===== src/rtl/core/dmmtm_pkg.sv =====
package dmmtm_pkg;

    localparam int QUOT_BITS = 8;

    // 223 * x = (x << 8) - (x << 5) - x
    localparam int SPAN_HI_SHIFT  = 8;
    localparam int SPAN_MID_SHIFT = 5;

    localparam logic [QUOT_BITS-1:0] GRAY_BASE = 8'd32;

    typedef enum logic [2:0] {
        ST_IDLE,
        ST_LOAD,
        ST_START,
        ST_WAIT,
        ST_DONE
    } state_t;

    typedef struct packed {
        logic                 done;
        logic [QUOT_BITS-1:0] quot;
    } div_res_t;

endpackage


===== src/rtl/core/dmmtm_range.sv =====
module dmmtm_range #(
    parameter int W = 32
) (
    input  logic         aclk,
    input  logic         aresetn,
    input  logic         scan_we,
    input  logic         restart,
    input  logic [W-1:0] sample,
    output logic [W-1:0] min_depth,
    output logic [W-1:0] max_depth
);

    logic [W-1:0] min_reg;
    logic [W-1:0] min_next;
    logic [W-1:0] max_reg;
    logic [W-1:0] max_next;
    logic [W-1:0] base_min;
    logic [W-1:0] base_max;

    always_comb begin
        base_min = restart ? '1 : min_reg;
        base_max = restart ? '0 : max_reg;
        min_next = min_reg;
        max_next = max_reg;
        if (scan_we) begin
            max_next = (sample > base_max) ? sample : base_max;
            min_next = ((sample != '0) && (sample < base_min)) ? sample : base_min;
        end
    end

    always_ff @(posedge aclk) begin
        if (!aresetn) begin
            min_reg <= '1;
            max_reg <= '0;
        end else begin
            min_reg <= min_next;
            max_reg <= max_next;
        end
    end

    assign min_depth = min_reg;
    assign max_depth = max_reg;

endmodule


===== src/rtl/core/dmmtm_div.sv =====
module dmmtm_div #(
    parameter int W = 32
) (
    input  logic                aclk,
    input  logic                aresetn,
    input  logic                start,
    input  logic [W-1:0]        off,
    input  logic [W-1:0]        span,
    output dmmtm_pkg::div_res_t res
);

    localparam int QB = dmmtm_pkg::QUOT_BITS;
    localparam int NW = W + QB;
    localparam int CW = $clog2(QB);

    logic [NW-1:0] num_reg;
    logic [NW-1:0] num_next;
    logic [NW-1:0] dvs_reg;
    logic [NW-1:0] dvs_next;
    logic [QB-1:0] q_reg;
    logic [QB-1:0] q_next;
    logic [CW-1:0] cnt_reg;
    logic [CW-1:0] cnt_next;
    logic          busy_reg;
    logic          busy_next;
    logic          done_reg;
    logic          done_next;
    logic [NW-1:0] off_ext;
    logic [NW-1:0] prod;
    logic [NW:0]   diff;

    always_comb begin
        off_ext = NW'(off);
        prod = (off_ext << dmmtm_pkg::SPAN_HI_SHIFT)
             - (off_ext << dmmtm_pkg::SPAN_MID_SHIFT) - off_ext;
        diff = {1'b0, num_reg} - {1'b0, dvs_reg};

        num_next  = num_reg;
        dvs_next  = dvs_reg;
        q_next    = q_reg;
        cnt_next  = cnt_reg;
        busy_next = busy_reg;
        done_next = 1'b0;

        if (start) begin
            num_next  = prod;
            dvs_next  = NW'(span) << (QB - 1);
            cnt_next  = '0;
            busy_next = 1'b1;
        end else if (busy_reg) begin
            // one quotient bit per cycle, restoring
            if (!diff[NW]) begin
                num_next = diff[NW-1:0];
                q_next   = {q_reg[QB-2:0], 1'b1};
            end else begin
                q_next   = {q_reg[QB-2:0], 1'b0};
            end
            dvs_next = dvs_reg >> 1;
            cnt_next = cnt_reg + 1'b1;
            if (cnt_reg == CW'(QB - 1)) begin
                busy_next = 1'b0;
                done_next = 1'b1;
            end
        end
    end

    always_ff @(posedge aclk) begin
        if (!aresetn) begin
            busy_reg <= 1'b0;
            done_reg <= 1'b0;
        end else begin
            busy_reg <= busy_next;
            done_reg <= done_next;
        end
    end

    always_ff @(posedge aclk) begin
        num_reg <= num_next;
        dvs_reg <= dvs_next;
        q_reg   <= q_next;
        cnt_reg <= cnt_next;
    end

    assign res.done = done_reg;
    assign res.quot = q_reg;

endmodule


===== src/rtl/core/depth_min_max_tone_map.sv =====
// channel  | valid    | ready    | word
// ---------+----------+----------+--------------------------------------
// input    | s_valid  | s_ready  | s_mode, s_frame_start, s_depth
// result   | m_valid  | m_ready  | m_intensity, m_color_word
//
// A scan word is taken in the idle state and gives no result.
// A map word passes through operand prep, divider load, eight steps of the
// restoring divider at one quotient bit per cycle, a wait state that sees the
// divider finish, and the output load. s_ready returns with the result, so the
// next word is taken only after the map word's result is loaded.
// Synchronous active-low reset sets min to all ones, max to zero, and
// clears any pending result.
// A stalled result holds in the output register; scan words still enter,
// and a later map word waits in its last stage for the register to free.
module depth_min_max_tone_map #(
    parameter int DEPTH_BITS = 32
) (
    input  logic        aclk,
    input  logic        aresetn,
    input  logic        s_valid,
    output logic        s_ready,
    input  logic        s_mode,
    input  logic        s_frame_start,
    input  logic [31:0] s_depth,
    output logic        m_valid,
    input  logic        m_ready,
    output logic [7:0]  m_intensity,
    output logic [31:0] m_color_word
);

    localparam int DW = DEPTH_BITS;

    dmmtm_pkg::state_t   state_reg;
    dmmtm_pkg::state_t   state_next;
    dmmtm_pkg::div_res_t div_res;

    logic [DW-1:0] sample;
    logic [DW-1:0] min_depth;
    logic [DW-1:0] max_depth;
    logic [DW-1:0] d_reg;
    logic [DW-1:0] d_next;
    logic [DW-1:0] d_clamp;
    logic [DW-1:0] off_reg;
    logic [DW-1:0] off_next;
    logic [DW-1:0] span_reg;
    logic [DW-1:0] span_next;
    logic          blank_reg;
    logic          blank_next;
    logic          accept;
    logic          scan_we;
    logic          div_start;
    logic          out_load;
    logic [7:0]    gray;
    logic          m_valid_reg;
    logic          m_valid_next;
    logic [7:0]    m_intensity_reg;
    logic [7:0]    m_intensity_next;

    assign sample  = DW'(s_depth);
    assign accept  = s_valid && s_ready;
    assign scan_we = accept && !s_mode;

    dmmtm_range #(
        .W(DW)
    ) u_range (
        .aclk      (aclk),
        .aresetn   (aresetn),
        .scan_we   (scan_we),
        .restart   (s_frame_start),
        .sample    (sample),
        .min_depth (min_depth),
        .max_depth (max_depth)
    );

    dmmtm_div #(
        .W(DW)
    ) u_div (
        .aclk    (aclk),
        .aresetn (aresetn),
        .start   (div_start),
        .off     (off_reg),
        .span    (span_reg),
        .res     (div_res)
    );

    always_comb begin
        d_clamp = (d_reg < min_depth) ? min_depth :
                  ((d_reg > max_depth) ? max_depth : d_reg);
        gray = blank_reg ? 8'd0 : (div_res.quot + dmmtm_pkg::GRAY_BASE);

        state_next       = state_reg;
        d_next           = d_reg;
        off_next         = off_reg;
        span_next        = span_reg;
        blank_next       = blank_reg;
        div_start        = 1'b0;
        out_load         = 1'b0;
        s_ready          = 1'b0;
        m_intensity_next = m_intensity_reg;

        case (state_reg)
            dmmtm_pkg::ST_IDLE: begin
                s_ready = 1'b1;
                if (s_valid && s_mode) begin
                    d_next     = sample;
                    state_next = dmmtm_pkg::ST_LOAD;
                end
            end
            dmmtm_pkg::ST_LOAD: begin
                off_next   = d_clamp - min_depth;
                span_next  = max_depth - min_depth;
                blank_next = (d_reg == '0) || (max_depth <= min_depth);
                state_next = dmmtm_pkg::ST_START;
            end
            dmmtm_pkg::ST_START: begin
                div_start  = 1'b1;
                state_next = dmmtm_pkg::ST_WAIT;
            end
            dmmtm_pkg::ST_WAIT: begin
                if (div_res.done) begin
                    state_next = dmmtm_pkg::ST_DONE;
                end
            end
            dmmtm_pkg::ST_DONE: begin
                if (!m_valid_reg || m_ready) begin
                    out_load         = 1'b1;
                    m_intensity_next = gray;
                    state_next       = dmmtm_pkg::ST_IDLE;
                end
            end
            default: begin
                state_next = dmmtm_pkg::ST_IDLE;
            end
        endcase

        if (out_load) begin
            m_valid_next = 1'b1;
        end else if (m_ready) begin
            m_valid_next = 1'b0;
        end else begin
            m_valid_next = m_valid_reg;
        end
    end

    always_ff @(posedge aclk) begin
        if (!aresetn) begin
            state_reg   <= dmmtm_pkg::ST_IDLE;
            m_valid_reg <= 1'b0;
        end else begin
            state_reg   <= state_next;
            m_valid_reg <= m_valid_next;
        end
    end

    always_ff @(posedge aclk) begin
        d_reg           <= d_next;
        off_reg         <= off_next;
        span_reg        <= span_next;
        blank_reg       <= blank_next;
        m_intensity_reg <= m_intensity_next;
    end

    assign m_valid      = m_valid_reg;
    assign m_intensity  = m_intensity_reg;
    assign m_color_word = {4{m_intensity_reg}};

endmodule


===== config.mk =====
export PLATFORM = sky130hd
export DESIGN_NAME = depth_min_max_tone_map
export DESIGN_NICKNAME = d
export VERILOG_FILES = /design/src/rtl/core/dmmtm_pkg.sv /design/src/rtl/core/dmmtm_range.sv /design/src/rtl/core/dmmtm_div.sv /design/src/rtl/core/depth_min_max_tone_map.sv
export SDC_FILE = /design/constraint.sdc
export NUM_CORES = 1
export LEC_CHECK = 0
export BUFFER_PORTS_ARGS = -buffer_cell sky130_fd_sc_hd__buf_2
export CELL_PAD_IN_SITES_DETAIL_PLACEMENT = 1
export CELL_PAD_IN_SITES_GLOBAL_PLACEMENT = 1
export CORE_ASPECT_RATIO = 1.1
export CORE_UTILIZATION = 30
export CTS_CLUSTER_SIZE = 16
export DETAILED_ROUTE_END_ITERATION = 10
export GPL_ROUTABILITY_DRIVEN = 1
export GPL_TIMING_DRIVEN = 1
export PLACE_DENSITY = 0.53
export SETUP_SLACK_MARGIN = 0.4
export SLEW_MARGIN = 20
export SYNTH_ARGS = -nofsm -noshare
export SYNTH_HDL_FRONTEND = slang
export SYNTH_SLANG_ARGS = --single-unit

===== constraint.sdc =====
create_clock -name aclk -period 8.05 [get_ports aclk]
set_clock_uncertainty 0.15 [all_clocks]
set_input_delay 1.2075 -clock aclk [delete_from_list [all_inputs] [get_ports aclk]]
set_output_delay 1.2075 -clock aclk [all_outputs]
set_load 0.03 [all_outputs]

* Word-level counts from Yosys, hierarchy flattened *
Index checks and enable logic that the tools add are counted.

word-level totals
  register bits = 265
  output and inout bits = 42
  word-level logic and storage cells = 85

cells by class
  $add $sub $neg = 7
  magnitude comparators = 5
  equality and inequality tests = 9
  multiplexer cells = 26
  bitwise operators = 3
  reductions and logical operators = 19

operators by type and width
  kind                                                                    number
  32-bit two-way mux                                                      6
  40-bit two-way mux                                                      3
  39-bit two-way mux                                                      2
  32-bit > comparator                                                     2
  32-bit less-than comparator                                             2
  32-bit subtractor                                                       2
  40-bit by 39-bit subtractor with 41-bit output                          1
  40-bit by 32-bit subtractor with 40-bit output                          1
  40-bit by 37-bit subtractor with 40-bit output                          1
  32-bit less-or-equal comparator                                         1
  32-bit logical NOT                                                      1
  32-bit nonzero test                                                     1
  3-bit case mux with 5 select lines                                      1
  1-bit two-way mux                                                       11
  3-bit two-way mux                                                       3
  8-bit by 6-bit adder with 8-bit output (second input constant)          1
  2-bit AND reduction                                                     4
  3-bit by 2-bit equality test with 1-bit output (second input constant)  2
  3-bit equality test (second input constant)                             2
  2-bit inequality test (second input constant)                           3
  1-bit logical AND                                                       4
  2-bit nonzero test                                                      2
  3-bit by 1-bit adder with 3-bit output (second input constant)          1
  3-bit by 1-bit equality test with 1-bit output (second input constant)  1
  other kinds (7)                                                         11

* Longest topological paths before layout *
Gate-level depths: netlist (run 1).

  word-level depth = 5
  mapped depth = 26
  depth with buffers taken out = 25

* Hierarchy *
A second synthesis (run 1) with hierarchy kept.

second synthesis, totals
  cell total of the unflattened synthesis = 2,408
  area, all modules = 21,763.4 um^2

by module, submodules not included
  module                  times used  cells each  area each (um^2)
  depth_min_max_tone_map  1           996         9,096.2
  dmmtm_div               1           947         8,543.2
  dmmtm_range             1           465         4,124.0

* Least setup slack after synthesis (run 1) *
No wires, ideal clock.

  kind = reg2reg
  from = register state_reg[0]
  to = register blank_reg, enable pin
  arrival = 5.186 ns
  data required time = 7.319 ns
  path slack = 2.133 ns
  cell stages (with the launch flop) = 2
  period minus slack after synthesis = 5.917 ns
  path through = dfxtp_1 > nor3b_1

on the way
  word-level cells in the longest chain between the ends = 1

RTL lines
  item                                            line                           source
  start: declaration                              depth_min_max_tone_map.sv:33   dmmtm_pkg::state_t state_reg;
  start signal: assignment                        depth_min_max_tone_map.sv:147  state_reg <= dmmtm_pkg::ST_IDLE;
  start signal: assignment                        depth_min_max_tone_map.sv:150  state_reg <= state_next;
  3-bit by 1-bit equality test with 1-bit output  depth_min_max_tone_map.sv:101  case (state_reg)
  end signal: assignment                          depth_min_max_tone_map.sv:159  blank_reg <= blank_next;
  end: declaration                                depth_min_max_tone_map.sv:47   logic blank_reg;

Every way passes these cells.
A chain may end at the register's enable or synchronous reset.

* Worst setup path in the final report (run 1) *
  from = register u_range.min_reg[1], in the netlist u_range.min_depth[1]
  to = register off_reg[31], data pin

on the way
  word-level cells in the longest chain between the ends = 3

RTL lines
  item                         line                           source
  start: declaration           dmmtm_range.sv:13              logic [W-1:0] min_reg;
  start signal: assignment     dmmtm_range.sv:36              min_reg <= min_next;
  32-bit less-than comparator  depth_min_max_tone_map.sv:87   d_clamp = (d_reg < min_depth) ? min_depth :
  32-bit two-way mux           depth_min_max_tone_map.sv:87
  32-bit subtractor *          depth_min_max_tone_map.sv:110  off_next = d_clamp - min_depth;
  end signal: assignment       depth_min_max_tone_map.sv:157  off_reg <= off_next;
  end: declaration             depth_min_max_tone_map.sv:43   logic [DW-1:0] off_reg;

Every way passes the cells marked *; elsewhere a longest branch is shown, timed or not.

==> results, run 1 <==
- The combinational cell fraction of total power is 0.592.
- The share of synthesized area in the top cell type comes to 0.263.
- After floorplanning, the core was divided into 101 placement rows.
- The buffer count from post-CTS setup fixing is 0.
- The filler cells instantiated in the layout total 7,990.
- Dividing the detail-routed via count by the number of cells gives 5.15.
- Summed over all layers, the routed wires come to 63.3 mm.
- The leakage power of the design is 10.3 nW.
- The max-slew headroom at the worst pin is 0.358.
- The die area is 71,500 µm².
- For this design the ratio of total power to cell area is 418 nW/µm².
- TritonCTS built the clock tree.
- The maximum fanout along the worst path is 21.
- At the worst endpoint, the arrival time is 6.94 ns.
- The detailed router finished its first iteration with 616 violations.
- The CTS sink count is 265.
- Setup repair after global routing left no endpoint under its margin.
- The root cell of the clock tree is sky130_fd_sc_hd__clkbuf_16.
- The part of the power in the clock network is 0.175.
- The number of violations of the max-capacitance limit is 0.
- The part of the power in registers is 0.233.
- The congestion estimate from routability-driven global placement came to 0.870.
- Yosys instantiated no cell more often than sky130_fd_sc_hd__ha_1.
- The number of warnings printed during yosys synthesis is 0.
- The category of the worst setup path launch point is a flop.
- The flow ran to the end, and the final reports show no timing, DRC or antenna violations.
- From bottom edge to top edge, the die measures 280 µm.
- At the worst endpoint, the required time is 8.22 ns.
- Detailed placement ended at an HPWL of 50.1 mm.
- STA classifies the critical path endpoint as a flop.
- The number of antenna violations at the first check in global routing was 1.
- The fraction of layout instances using a drive strength above 1 is 0.0773.
- The growth of design area from synthesis to finish is 11.8%.
- The number of buffers on the longest clock path is 3.
- For this run the aggregate overflow at the end of global routing stands at 0.
- The worst hold-check slack is 0.296 ns.
- Across the whole layout, storage elements account for 7160 µm².
- The class of the worst hold path is flop to flop.
- The worst supply voltage drop on vdd is 0.132 mV.
- Internal power comes to 5.47 mW.
- Timing would allow up to 148 MHz.
- Averaged over all synthesized cells, the footprint is 9.23 µm².
- Of the synthesized area, sequential elements account for 0.339.
- The post-placement worst setup slack is 1.27 ns.
- In this run, placement finished with an instance count of 3,217.
- The mean routed wirelength per cell is 19.3 µm.
- Entering global routing, the biggest net connects 79 pins.
- Measured along the x axis, the die boundary spans 255 µm.
- The number of global-route vias before repair is 17,900.
- The slew at the pin closest to its max-slew limit is 0.963 ns.
- The most used flip-flop cell after synthesis is sky130_fd_sc_hd__edfxtp_1.
- The gate count after technology mapping is 2,288.
- The synthesized flop and latch total is 265.
- The routed design could run at a clock period as short as 6.77 ns.
- During placement, the flow inserted port buffers numbering 79.
- The first global-routing pass estimated 99.6 mm of wire.
- Dividing the final minimum period by the clock period gives 0.841.
- In this run, post-CTS repair resized a total of 0 instances.
- The number of vias after detailed routing is 16,900.
- The leading area contributor after synthesis is sky130_fd_sc_hd__edfxtp_1.
- The cell area that synthesis handed to floorplanning was 21,100 µm².
- Setup violations remaining at the end of the flow were counted as 0.
- 80 I/O pins were placed.
- Buffers inserted during clock tree synthesis total 36.
- The post-synthesis cell type count is 79.
- By area the synthesized netlist is led by sky130_fd_sc_hd__edfxtp_1 (26%), sky130_fd_sc_hd__ha_1 (16%), sky130_fd_sc_hd__dfxtp_1 (7.6%).
- Buffers inserted to repair hold after CTS numbered 0.
- The net count of the mapped netlist is 2,631.
- The max-slew violation total from the final report came to 0.
- The effective utilization at floorplan is 0.304.
- By count the netlist is led by sky130_fd_sc_hd__ha_1 (278), sky130_fd_sc_hd__nand2_1 (189), sky130_fd_sc_hd__edfxtp_1 (185), sky130_fd_sc_hd__inv_1 (184), sky130_fd_sc_hd__a21oi_1 (169).
- For this design the total switching power over the nets is 4.40 mW.
- The global-route usage over all layers is 0.178.
- Setup total negative slack on the finished layout was measured at 0 ns.
- The least setup slack across all paths after layout is 1.28 ns.
- After the flow finishes, the layout carries non-filler instances totaling 3,281.
- The final layout contains 2,671 nets.
- The area inside the core boundary is 69,400 µm².
- For this run, the detailed router's first-pass iteration total came to 6.
- The worst register-to-register path has a setup slack of 1.28 ns.
- The async set or reset register ratio after synthesis is 0.
- The hold violation count in the final report came to 0.
- The number of design rule violations left after detail routing is 0.
- The final antenna diode count is 0.
- The CTS H-tree depth is 2.
- The register with the most flip-flops in the layout has 40 of them.
- The fraction of power spent switching nets is 0.446.
- The multi-input gate area in the final layout is 12,800 µm².
- The count of nets left with antenna violations once routing finished came out at 0.
- The clock insertion delay at the later pin of the skew report is 0.57 ns.
- Yosys mapped a number of flops with a built-in enable equal to 185.
- The critical path is of the flop to flop type.
- Overall power consumption after layout is estimated at 9.87 mW.
- The clock-pin slew of the registers on the worst-case setup and hold paths is 0.06 ns.
==> stage by stage <==
stage | util | cell area (µm²)
after global placement | 0.322 | 22400
after floorplan | - | 21100
after detailed placement | 0.322 | 22400
after global routing | 0.340 | 23600
final | 0.340 | 23600
after CTS | 0.340 | 23600
==> kinds of logic (layout without fill, tap and decap cells) <==
logic type | after synthesis | after routing | share of synthesized area
AND/OR/NAND/NOR | 617 | 617 | 0.139
flip-flops | 265 | 265 | 0.339
AO/OA/AOI/OAI | 668 | 668 | 0.208
XOR/XNOR | 112 | 112 | 0.0464
buffers and inverters | 275 | 341 | 0.0548
adder cells (fa/ha/maj) | 305 | 305 | 0.190
multiplexers | 46 | 46 | 0.0218
==> power by group through the flow <==
stage	Sequential (mW)	Combinational (mW)	Clock (mW)
2_1_floorplan	2.25	4.43	0
3_3_place_gp	2.32	5.78	0
3_5_place_dp	2.33	5.86	0
4_1_cts	2.31	5.91	1.78
5_1_grt	2.35	6.58	1.83
6_report	2.30	5.85	1.72
==> cell type report <==
| type | count | share of cell area |
|---|---|---|
| sequential | 265 | 0.303 |
| inverter | 184 | 0.0292 |
| clock buffer | 42 | 0.0409 |
| tap | 927 | 0.0491 |
| clock inverter | 22 | 0.0126 |
| multi-input combinational | 1748 | 0.544 |
| timing repair buffer | 93 | 0.0212 |
==> path summary, 6_finish.rpt <==
path,from,to,depth (start not counted)
setup / recovery,u_range.min_depth[1]$_SDFFE_PN1P_,off_reg[31]$_DFFE_PP_,21
hold / removal,u_div.q_reg[4]$_DFFE_PP_,u_div.q_reg[5]$_DFFE_PP_,0
setup reg to reg,u_range.min_depth[1]$_SDFFE_PN1P_,off_reg[31]$_DFFE_PP_,21
hold reg to reg,u_div.q_reg[4]$_DFFE_PP_,u_div.q_reg[5]$_DFFE_PP_,0
==> cell usage in the layout (no fill, tap or decap), drive strengths merged, types with 14 or more instances in the layout <==
cell and n:
nand2b 55, clkbuf 42, o31ai 14, xor2 45, nor2b 23, dfxtp 80
fa 27, xnor2 67, o21bai 21, a21oi 169, and3 18, a22o 32
nand2 189, nand4 41, nor3 31, o21ai 156, a21o 102, edfxtp 185
mux2i 46, nor2 165, o21a 36, o22a 32, inv 185, ha 278
nor4 24, nand3 30, buf 93
==> critical path, stage by stage (launching register included) <==
cell,delay (ns)
sky130_fd_sc_hd__dfxtp_1,0.43
sky130_fd_sc_hd__inv_1,0.16
sky130_fd_sc_hd__ha_1,0.33
sky130_fd_sc_hd__a21o_1,0.17
sky130_fd_sc_hd__a21oi_1,0.18
sky130_fd_sc_hd__o211ai_1,0.15
sky130_fd_sc_hd__nor4b_1,0.19
sky130_fd_sc_hd__o31ai_1,0.34
sky130_fd_sc_hd__nand3b_1,0.17
sky130_fd_sc_hd__a311oi_4,0.84
sky130_fd_sc_hd__o21ai_0,0.35
sky130_fd_sc_hd__ha_1,0.34
sky130_fd_sc_hd__nor2b_1,0.14
sky130_fd_sc_hd__o31a_1,0.30
sky130_fd_sc_hd__o311a_1,0.33
sky130_fd_sc_hd__nor4_1,0.58
sky130_fd_sc_hd__nor4_1,0.20
sky130_fd_sc_hd__a211oi_1,0.46
sky130_fd_sc_hd__o211ai_1,0.20
sky130_fd_sc_hd__a31o_2,0.26
sky130_fd_sc_hd__a21oi_1,0.16
sky130_fd_sc_hd__xor2_1,0.09
==> routing by layer <==
metal  wire, µm  part of all wire  up-vias  track usage
met5          0                 0        -            0
met4       2020             0.032        0       0.0654
met3       1110             0.018       91       0.0161
met2      29600              0.47      174        0.300
met1      30600              0.48     8221        0.235
li1           -                 -     8402            -
No activity file was read; power rests on OpenSTA's default activity.
==> run 2: changes to the inputs <==
clock period = 6.87 ns   (was 8.05 ns; I/O delays follow)
==> run 2 against run 1 <==
  * Total power grew 16%
  * Critical path type unchanged
  * Core utilization is essentially flat
  * Critical endpoint unchanged
  * Die area is the same
  * Maximum frequency grew 12%
  * Sequential power grew 17%
  * Clock-buffer cell count is the same
  * Via count is essentially flat
==> results, run 2 (synthesis gave the netlist of run 1 again) <==
- The max-slew violation total from the final report is 0.
- In the final layout, the share of cells above drive strength 1 is 0.0812.
- Routability-driven placement finished with a final weighted congestion of 0.854.
- For this run, global-route usage on met2 was measured as 0.294.
- Once the clock tree was built, the setup fixing pass inserted 0 buffers.
- The post-placement worst setup slack is 0.318 ns.
- Summed over all cells, the static leakage comes to 10.3 nW.
- The highest-utilization routing layer at the global route stage is met2.
- The number of violations of the max-capacitance limit is 0.
- The critical path in this run is classified as flop to flop.
- The design internal power is 6.29 mW.
- In this run the tightest slew margin relative to its limit is 0.409.
- The maximum number of pins on one net before global-route repair is 69.
- The worst setup path is captured at a flop.
- The fraction of power spent switching nets is 0.449.
- The flow ran to the end, and the final reports show no timing, DRC or antenna violations.
- Adding up every negative setup slack in the final design gives 0 ns.
- The clock passes through at most 3 buffers.
- Compared with the post-synthesis result, the final layout area differs by 11.9%.
- The combinational cell fraction of total power is 0.603.
- The clock insertion delay at the later pin of the skew report is 0.55 ns.
- Row generation in the floorplan step produced 101 rows.
- The ratio of routed vias to standard cells is 5.13.
- The worst register-to-register path begins at u_range.max_depth[15]$_SDFFE_PN0P_.
- The number of antenna violations at the first check in global routing was 2.
- The remaining antenna violation count is 0.
- The switching power summed over all nets is 5.13 mW.
- Summing all flip-flop and latch instances after layout gives 7160 µm².
- The CTS H-tree depth is 2.
- STA puts the critical path data required time at 7.01 ns.
- The category of the worst setup path launch point is a flop.
- The total number of nets in the final design is 2,682.
- Buffers placed on the I/O ports in this run total 79.
- The final-report setup violation count is 0.
- For the pin with the worst max-slew slack, the measured transition is 0.886 ns.
- Setup slack on the critical path of the routed design comes to 0.810 ns.
- Setup repair after global routing could not meet its margin everywhere.
- The hold violation count in the final report is 0.
- The number of flip-flops under the largest register name is 40.
- The routing usage on met1 is 0.233.
- For this design, the sink count on the clock tree is 265.
- 80 I/O pins were placed.
- The y dimension of the die is 280 µm.
- The most common library cell in the layout ignoring fill and taps is sky130_fd_sc_hd__ha_1.
- Global routing finished with a remaining overflow of 0.
- The number of buffers created by CTS is 34.
- TritonCTS built the clock tree.
- After detailed routing, the average wire length per cell comes to 19.1 µm.
- Wires add up to 63.0 mm.
- Leaving out fill and tap cells, the most frequent cells in the layout are sky130_fd_sc_hd__ha_1 (278), sky130_fd_sc_hd__nand2_1 (189), sky130_fd_sc_hd__edfxtp_1 (185).
- In the global route stage, overall resource usage came out at 0.177.
- The core region is 69,400 µm².
- The data arrival time of the critical path is 6.20 ns.
- The share of the cycle needed by the critical path after routing is 0.882.
- The hold buffer count at CTS is 0.
- The multi-input combinational cells in the finished layout cover a total of 12,900 µm².
- The achievable frequency is 165 MHz.
- The die covers 71,500 µm².
- The number of global-route vias before repair came to 17,900.
- The final HPWL from detailed placement is 50.4 mm.
- The worst hold path belongs to the class flop to flop.
- The met3 routing resource usage after global routing is 0.0194.
- Of the total power, registers draw 0.236.
- The detailed router's first-iteration violation count is 738.
- The power density normalized to cell area is 483 nW/µm².
- Across the VDD grid, the largest voltage drop is 0.173 mV.
- The maximum fanout along the worst path is 25.
- The clock-pin slew of the registers on the worst-case setup and hold paths is 0.06 ns.
- Before antenna repair, the detailed router went through 5 iterations.
- The part of the power in the clock network is 0.161.
- The overall die width is 255 µm.
- The wire length of the first global-routing pass is 98.8 mm.
- The number of fill cells is 7,989.
- The effective utilization at floorplan is 0.304.
- The repair_antennas step left the layout with diodes totalling 0.
- Summing over every cut layer, the via total after detailed routing is 16,900.
- The clock period minus worst slack is 6.06 ns.
- The worst hold path begins at u_div.q_reg[0]$_DFFE_PP_.
- The worst hold-check slack is 0.301 ns.
- The critical path startpoint is u_range.max_depth[15]$_SDFFE_PN0P_.
- The cell sitting at the root of the clock tree is a sky130_fd_sc_hd__clkbuf_16.
- After detailed routing, the number of remaining DRC violations is 0.
## run 2: changes by cell type in the layout (fill, tap and decap cells not counted), sizes merged
cell / change
buf: +13
clkinv: -3
bufinv: -2
clkinvlp: +1
inv: +1
## run 2: worst paths after layout
kind                               to  slack, ns  depth (start not counted)
max             off_reg[31]$_DFFE_PP_       0.81                         22
max reg2reg     off_reg[31]$_DFFE_PP_       0.81                         22
min          u_div.q_reg[1]$_DFFE_PP_       0.30                          0
min reg2reg  u_div.q_reg[1]$_DFFE_PP_       0.30                          0
## run 2: cell type report
class	count	share of cell area
Inverter	184	0.0292
Sequential cell	265	0.303
Clock buffer	42	0.0382
Multi-Input combinational cell	1748	0.545
Clock inverter	19	0.0102
Tap cell	927	0.0491
Timing Repair Buffer	106	0.0255
## run 2: through the flow
stage,instances,instance area (µm²),util,total power [mW]
after floorplan,2288,21100,-,7.83
after global placement,3230,22400,0.324,9.48
after detailed placement,3230,22400,0.324,9.59
after CTS,3291,23600,0.340,11.5
after global routing,3291,23600,0.341,12.5
final,3291,23600,0.341,11.4
## run 2: worst max-delay path: stages, from the launching register on
cell and delay (ns):
sky130_fd_sc_hd__dfxtp_1 0.48, sky130_fd_sc_hd__inv_1 0.08, sky130_fd_sc_hd__ha_1 0.30, sky130_fd_sc_hd__nand4_1 0.10, sky130_fd_sc_hd__nor2_1 0.24, sky130_fd_sc_hd__nand4_1 0.24, sky130_fd_sc_hd__a21oi_1 0.30, sky130_fd_sc_hd__a2111oi_2 0.11
sky130_fd_sc_hd__nor2_1 0.12, sky130_fd_sc_hd__o21a_2 0.35, sky130_fd_sc_hd__buf_4 0.46, sky130_fd_sc_hd__mux2i_1 0.22, sky130_fd_sc_hd__o21ai_0 0.14, sky130_fd_sc_hd__ha_1 0.44, sky130_fd_sc_hd__nand2_1 0.11, sky130_fd_sc_hd__nor2_1 0.19
sky130_fd_sc_hd__nand4_1 0.15, sky130_fd_sc_hd__nor4_1 0.74, sky130_fd_sc_hd__a211oi_2 0.21, sky130_fd_sc_hd__o211ai_1 0.27, sky130_fd_sc_hd__a31o_2 0.19, sky130_fd_sc_hd__a21oi_1 0.07, sky130_fd_sc_hd__xor2_1 0.15
## run 2: power by group through the flow
stage | Sequential (mW) | Clock [mW] | Combinational (mW)
global route | 2.74 | 1.96 | 7.75
global placement | 2.71 | 0 | 6.76
finish | 2.69 | 1.84 | 6.88
CTS | 2.70 | 1.92 | 6.92
detailed placement | 2.73 | 0 | 6.86
floorplan | 2.63 | 0 | 5.20
## run 2: layer usage
metal | wire, µm | up-vias
li1 | - | 8415
met2 | 29100 | 196
met5 | 0 | -
met4 | 2290 | 0
met1 | 30200 | 8185
met3 | 1410 | 84
## run 2: timing repair
| action | CTS | global route |
|---|---|---|
| endpoints found under the setup margin | 2 | 3 |
| gates cloned | 0 | 0 |
| gates resized for setup | 1 | 6 |
| pin swaps | 0 | 0 |
